[config.mk]
export PLATFORM = sky130hd
export DESIGN_NAME = nsfc_line_tracker
export DESIGN_NICKNAME = d
export VERILOG_FILES = /design/src/nsfc_pkg.sv /design/src/nsfc_line_tracker.sv
export SDC_FILE = /design/constraint.sdc
export NUM_CORES = 1
export LEC_CHECK = 0
export ABC_AREA = 1
export BUFFER_PORTS_ARGS = -buffer_cell sky130_fd_sc_hd__buf_2
export CORE_ASPECT_RATIO = 1.75
export CORE_MARGIN = 4
export CORE_UTILIZATION = 55
export DETAILED_ROUTE_END_ITERATION = 10
export PLACE_DENSITY = 0.85
export SYNTH_ARGS = -nofsm -noshare
export SYNTH_HDL_FRONTEND = slang
export SYNTH_SLANG_ARGS = --single-unit
export TNS_END_PERCENT = 5
[constraint.sdc]
create_clock -name clk -period 4.09 [get_ports clk]
set_input_delay 0.818 -clock clk [delete_from_list [all_inputs] [get_ports clk]]
set_output_delay 0.818 -clock clk [all_outputs]
set_load 0.01 [all_outputs]
[src/nsfc_pkg.sv]
// Shared types, character codes and helpers for the NMEA sentence framer and checker.
package nsfc_pkg;

    localparam int LINE_LIMIT  = 128;
    localparam int FIELD_LIMIT = 32;
    localparam int LEN_W       = 8;
    localparam int FIELD_W     = 6;
    localparam int CNT_W       = 32;

    localparam logic [7:0] CH_DOLLAR = 8'h24;
    localparam logic [7:0] CH_STAR   = 8'h2A;
    localparam logic [7:0] CH_COMMA  = 8'h2C;
    localparam logic [7:0] CH_CR     = 8'h0D;
    localparam logic [7:0] CH_LF     = 8'h0A;

    localparam logic [23:0] ID_GGA = 24'h474741;
    localparam logic [23:0] ID_RMC = 24'h524D43;

    typedef enum logic [1:0] {
        ST_OK       = 2'd0,
        ST_NO_SUM   = 2'd1,
        ST_BAD_HEX  = 2'd2,
        ST_MISMATCH = 2'd3
    } status_t;

    typedef enum logic [1:0] {
        KIND_OTHER = 2'd0,
        KIND_GGA   = 2'd1,
        KIND_RMC   = 2'd2
    } kind_t;

    typedef struct packed {
        logic       bad;
        logic [3:0] nibble;
    } hex_t;

    // Line-end event from the tracker to the result stage.
    typedef struct packed {
        logic               fire;
        status_t            status;
        kind_t              kind;
        logic [FIELD_W-1:0] fields;
        logic [7:0]         sum;
    } line_evt_t;

    function automatic hex_t hex_decode(input logic [7:0] c);
        hex_t h;
        h.bad    = 1'b0;
        h.nibble = 4'd0;
        if (c >= 8'h30 && c <= 8'h39) begin
            h.nibble = c[3:0];
        end
        else if ((c >= 8'h41 && c <= 8'h46) || (c >= 8'h61 && c <= 8'h66)) begin
            h.nibble = c[3:0] + 4'd9;
        end
        else begin
            h.bad = 1'b1;
        end
        return h;
    endfunction

endpackage

[src/nsfc_line_tracker.sv]
// Per-line framing state: length, checksum, star capture, field count and id tail.
module nsfc_line_tracker (
    input  logic                clk,
    input  logic                rst_n,
    input  logic                take,
    input  logic [7:0]          rx_byte,
    output nsfc_pkg::line_evt_t evt
);

    logic                        inside_reg, inside_next;
    logic                        drop_reg, drop_next;
    logic [nsfc_pkg::LEN_W-1:0]  len_reg, len_next;
    logic                        star_reg, star_next;
    logic [1:0]                  after_cnt_reg, after_cnt_next;
    logic [7:0]                  sum_reg, sum_next;
    logic [7:0]                  hi_reg, hi_next;
    logic [7:0]                  lo_reg, lo_next;
    logic                        ffc_reg, ffc_next;
    logic [23:0]                 id_reg, id_next;
    logic [1:0]                  idlen_reg, idlen_next;
    logic [nsfc_pkg::FIELD_W-1:0] fcnt_reg, fcnt_next;

    logic             clear_line;
    nsfc_pkg::hex_t   hi_hex, lo_hex;
    nsfc_pkg::status_t status;

    always_ff @(posedge clk or negedge rst_n)
    begin
        if (!rst_n)
        begin
            inside_reg    <= 1'b0;
            drop_reg      <= 1'b0;
            len_reg       <= '0;
            star_reg      <= 1'b0;
            after_cnt_reg <= 2'd0;
            sum_reg       <= 8'd0;
            hi_reg        <= 8'd0;
            lo_reg        <= 8'd0;
            ffc_reg       <= 1'b0;
            id_reg        <= 24'd0;
            idlen_reg     <= 2'd0;
            fcnt_reg      <= nsfc_pkg::FIELD_W'(1);
        end
        else
        begin
            inside_reg    <= inside_next;
            drop_reg      <= drop_next;
            len_reg       <= len_next;
            star_reg      <= star_next;
            after_cnt_reg <= after_cnt_next;
            sum_reg       <= sum_next;
            hi_reg        <= hi_next;
            lo_reg        <= lo_next;
            ffc_reg       <= ffc_next;
            id_reg        <= id_next;
            idlen_reg     <= idlen_next;
            fcnt_reg      <= fcnt_next;
        end
    end

    // Verdict on the line held so far; only used when a CR/LF closes it.
    always_comb
    begin
        hi_hex = nsfc_pkg::hex_decode(hi_reg);
        lo_hex = nsfc_pkg::hex_decode(lo_reg);
        if (!star_reg || after_cnt_reg != 2'd2)
            status = nsfc_pkg::ST_NO_SUM;
        else if (hi_hex.bad || lo_hex.bad)
            status = nsfc_pkg::ST_BAD_HEX;
        else if ({hi_hex.nibble, lo_hex.nibble} != sum_reg)
            status = nsfc_pkg::ST_MISMATCH;
        else
            status = nsfc_pkg::ST_OK;
    end

    always_comb
    begin
        inside_next    = inside_reg;
        drop_next      = drop_reg;
        len_next       = len_reg;
        star_next      = star_reg;
        after_cnt_next = after_cnt_reg;
        sum_next       = sum_reg;
        hi_next        = hi_reg;
        lo_next        = lo_reg;
        ffc_next       = ffc_reg;
        id_next        = id_reg;
        idlen_next     = idlen_reg;
        fcnt_next      = fcnt_reg;
        clear_line     = 1'b0;

        evt.fire   = 1'b0;
        evt.status = status;
        evt.kind   = nsfc_pkg::KIND_OTHER;
        evt.fields = '0;
        evt.sum    = (status == nsfc_pkg::ST_NO_SUM) ? 8'd0 : sum_reg;
        if (status == nsfc_pkg::ST_OK)
        begin
            evt.fields = fcnt_reg;
            if (idlen_reg == 2'd3 && id_reg == nsfc_pkg::ID_GGA)
                evt.kind = nsfc_pkg::KIND_GGA;
            else if (idlen_reg == 2'd3 && id_reg == nsfc_pkg::ID_RMC)
                evt.kind = nsfc_pkg::KIND_RMC;
        end

        if (take)
        begin
            if (rx_byte == nsfc_pkg::CH_DOLLAR)
            begin
                inside_next = 1'b1;
                clear_line  = 1'b1;
            end
            else if (inside_reg && rx_byte != nsfc_pkg::CH_CR && rx_byte != nsfc_pkg::CH_LF)
            begin
                if (len_reg >= nsfc_pkg::LEN_W'(nsfc_pkg::LINE_LIMIT))
                begin
                    drop_next = 1'b1;
                end
                else
                begin
                    len_next = len_reg + 1'b1;
                    if (star_reg)
                    begin
                        // two checksum chars, anything after is only counted
                        if (after_cnt_reg == 2'd0)
                        begin
                            hi_next        = rx_byte;
                            after_cnt_next = 2'd1;
                        end
                        else if (after_cnt_reg == 2'd1)
                        begin
                            lo_next        = rx_byte;
                            after_cnt_next = 2'd2;
                        end
                    end
                    else if (rx_byte == nsfc_pkg::CH_STAR)
                    begin
                        star_next = 1'b1;
                        ffc_next  = 1'b1;
                    end
                    else
                    begin
                        sum_next = sum_reg ^ rx_byte;
                        if (rx_byte == nsfc_pkg::CH_COMMA)
                        begin
                            ffc_next = 1'b1;
                            if (fcnt_reg < nsfc_pkg::FIELD_W'(nsfc_pkg::FIELD_LIMIT))
                                fcnt_next = fcnt_reg + 1'b1;
                        end
                        else if (!ffc_reg)
                        begin
                            id_next = {id_reg[15:0], rx_byte};
                            if (idlen_reg != 2'd3)
                                idlen_next = idlen_reg + 1'b1;
                        end
                    end
                end
            end
            else if (inside_reg)
            begin
                inside_next = 1'b0;
                clear_line  = 1'b1;
                evt.fire    = !drop_reg && len_reg != '0;
            end
        end

        if (clear_line)
        begin
            drop_next      = 1'b0;
            len_next       = '0;
            star_next      = 1'b0;
            after_cnt_next = 2'd0;
            sum_next       = 8'd0;
            hi_next        = 8'd0;
            lo_next        = 8'd0;
            ffc_next       = 1'b0;
            id_next        = 24'd0;
            idlen_next     = 2'd0;
            fcnt_next      = nsfc_pkg::FIELD_W'(1);
        end
    end

    a_len_bounded: assert property (@(posedge clk) disable iff (!rst_n)
        len_reg <= nsfc_pkg::LEN_W'(nsfc_pkg::LINE_LIMIT))
        else $error("line length beyond limit");

    a_fcnt_range: assert property (@(posedge clk) disable iff (!rst_n)
        fcnt_reg != '0 && fcnt_reg <= nsfc_pkg::FIELD_W'(nsfc_pkg::FIELD_LIMIT))
        else $error("field counter out of range");

    a_line_cleared: assert property (@(posedge clk) disable iff (!rst_n)
        !inside_reg |-> len_reg == '0 && !drop_reg && !star_reg)
        else $error("line state left over outside a sentence");

endmodule

==> impl_results.md <==
- Net count after synthesis: 597
- Startpoint type of the worst setup path: flop
- Xor/xnor cell area share of the yosys netlist: 3.555%
- Pwr dens: 530.8 mW/mm^2
- WL final: about 9.7 mm
- Syn avg cell area: 7.270 sq um
- Clock buffer depth: 2
- Worst Setup Path Type: reg -> out
- Crit path top cell by count: nand2_1
- Fin util: 63.48%
- Die Span Y: 123.4 um
- CTS clk-pin slew, worst paths: ~60 ps
- Setup TNS: 0 ps
- FF+latch count, synth: 70
- CTS sink count: 70
- Commonest non-fill, non-tap cells in the layout: nand2_1, inv_1, dfrtp_1
- Crit path max fanout: 8
- Crit end category: output pin
- Clock Skew: between 4 and 5 ps
- Total GRT Usage: 22.88%
- Total grt overflow: 0
- Crit path DAT: 2730 ps
- Post-synthesis mux area share: 0%
- Nets@finish: about 630
- CP peak stage delay: 420 ps
- Post-route cell area: 0.004657 sq mm
- Worst-margin pin slew: 922.9 ps
- Slew Limit Fails: 0
- HPWL Detailed: roughly 7.1 mm
- Dpl ws: 870.1 ps
- PortBufs: 29
- Synth Area in Compound Gates: 8.396%
- Final setup margin: ~540 ps
- Post-CTS sizing: 0
- Setup-failing EPs final: 0
- Largest net degree at the start of global routing: 40
- Most common cell after layout, fill and taps aside: nand2_1
- Max transition margin: a little under two fifths
- Post-CTS Setup Inserts: 0
- FILL cells: 633
- CP max-delay cell: dfrtp_1
- Core ar.: 0.007336 sq mm
- Iter 0 DRT Violations: 257
- Count of hold-fix buffers inserted at cts: 0
- Clock H-tree levels: 3
- Share of cells above drive strength 1: 11.33%
- Synth warnings: 0
- Post-DRT Antenna Nets: 0
- Synth unique cells: 35
- Routed vias/inst: ~5.4
- Synth Area in Simple Gates: 33.52%
- Max-cap violations: 0
- Period Utilization, post-route: 86.82%
- Routability cong.: 0.9234
- Root Driver: clkbuf_16
- TritonCTS clock tree: built
- Fin crit period: between 3000 and 4000 ps
- Initial antenna violation count: 0
- Data required time of the worst path: approximately 3300 ps
- Outcome: completed
- Vias in the first global route: between 3000 and 4000
- DRT Pass-1 Iters: 4
- Critical-path cell list: inv_1 > ha_1 > nor2_1 > o21ai_1 > nand3_1 > nand2_1 > nand2_1 > nand2_1 > nand2_1 > nor2_1 > nand4_2 > nor2_1 > buf_2
- Max reg flops: 24
- # DRC: 0
- Starting Density: 57.09%
- Post-synthesis adder-cell area fraction: 2.988%
- Pleak: approximately 2.5 nW
- Cells after Synth: 576
- Max IR drop VDD: about 0.31 mV
- Hold Violations, Final: 0
- Die X: 73.96 um
- RSZ-0062 raised after global routing: no
- Ant. Diodes: 0
- Worst-skew pair later-pin latency: ~340 ps
- Row count: 41
- Placed Area: 0.004368 sq mm
- Die Area: 0.009129 sq mm
- Vias: about 3800
- Boundary Pins: 30
- Layout area overhead: 11.20%
- Worst Hold Class: reg -> reg
- Fmax: 281.6 MHz
- Combinational family with the most area after synthesis: simple AND/OR/NAND/NOR gates
- CTS Buf Count: 9
- Cell Area, Synth: 0.004188 sq mm
- Wirelength per Cell: 13.88 um
- Sequential fraction of the synthesis area: 41.86%
- First-pass GRT wire length: 16.15 mm
==> per-stage QoR <==
| stage | hold slack (ps) | total power [W] | cells |
|---|---|---|---|
| finish | 485.2 | 0.002472 | 695 |
| global route | 511.4 | 0.002651 | 695 |
| CTS | 484.8 | 0.002487 | 695 |
| detailed placement | 469.2 | 0.001723 | 680 |
| global placement | 458.7 | 0.001694 | 680 |
| floorplan | 445.9 | 0.001516 | 576 |
==> where the power goes <==
group | switching (W) | total [W] | internal [W]
registers | 0.000168 | 0.00103 | 0.000865
clock network | 0.000289 | 0.000755 | 0.000466
logic | 0.000420 | 0.000684 | 0.000264
total | 0.000877 | 0.00247 | 0.00159
==> worst max-delay path, delay by kind of cell (launching register included) <==
kind	cells	cell delay, ps
flip-flops	1	420
AND/OR/NAND/NOR	9	1280
buffers and inverters	2	260
AO/OA/AOI/OAI	1	240
adder cells (fa/ha/maj)	1	190
==> cell type report <==
| cell class | instances | area (sq um) | area share, % |
|---|---|---|---|
| Multi-Input combinational cell | 409 | 2029 | 43.58 |
| Sequential cell | 70 | 1753 | 37.64 |
| Inverter | 84 | 317.8 | 6.824 |
| Clock buffer | 9 | 225.2 | 4.836 |
| Timing Repair Buffer | 31 | 160.2 | 3.439 |
| Tap cell | 86 | 107.6 | 2.311 |
| Clock inverter | 6 | 63.81 | 1.370 |
==> worst paths after layout <==
| check | start | end | slack (ps) | cells past startpoint |
|---|---|---|---|---|
| max | hi_reg[0] | evt[11] | 540 | 13 |
| min | id_reg[16] | id_reg[16] | 490 | 2 |
| max reg2reg | star_reg | lo_reg[7] | 2230 | 7 |
| min reg2reg | id_reg[16] | id_reg[16] | 490 | 2 |
| max in group asynchronous | rst_n | fcnt_reg[0] | 2650 | 2 |
| min in group asynchronous | rst_n | id_reg[5] | 600 | 1 |
==> metal layers <==
metal  GRT usage [%]  share of wire [%]  vias to the layer above
met5               0                  0                        -
met3           4.557                4.2                       30
met1           25.99                 39                     1767
met2           39.39                 53                       90
li1                -                  -                     1880
met4           12.24                3.6                        0
==> cells by family (layout without fill, tap and decap cells) <==
group | Yosys count | count (layout)
AOI/OAI and AO/OA | 57 | 57
xor gates and xnor gates | 17 | 17
adders and majority gates | 10 | 10
buffers and inverters | 97 | 130
DFF | 70 | 70
and+or+nand+nor | 325 | 325
==> synth_stat cells <==
library cell | number | area [sq um]
nand2_1 | 179 | 671.9
inv_1 | 77 | 289.0
dfrtp_1 | 69 | 1727
nor2_1 | 59 | 221.5
nand3_1 | 44 | 220.2
o21ai_0 | 27 | 135.1
nand4_1 | 19 | 118.9
xor2_1 | 16 | 140.1
o21ai_1 | 15 | 75.07
ha_1 | 10 | 125.1
o31ai_1 | 6 | 45.04
inv_2 | 5 | 18.77
nand2_2 | 5 | 31.28
nor3_1 | 5 | 25.02
nor4_1 | 5 | 31.28
buf_2 | 4 | 20.02
buf_6 | 4 | 45.04
clkbuf_1 | 4 | 15.01
a21oi_1 | 3 | 15.01
a21oi_4 | 3 | 48.80
nand2_4 | 3 | 33.78
a21oi_2 | 1 | 8.760
buf_4 | 1 | 7.510
clkinv_1 | 1 | 3.750
dfstp_2 | 1 | 26.28
inv_4 | 1 | 6.260
nand3b_1 | 1 | 7.510
nand4_2 | 1 | 12.51
nor3_2 | 1 | 10.01
nor3b_1 | 1 | 7.510
o21a_1 | 1 | 7.510
o21ai_4 | 1 | 16.27
or2_2 | 1 | 6.260
or3_1 | 1 | 6.260
xnor2_1 | 1 | 8.760
No activity file was read; power rests on OpenSTA's default activity.
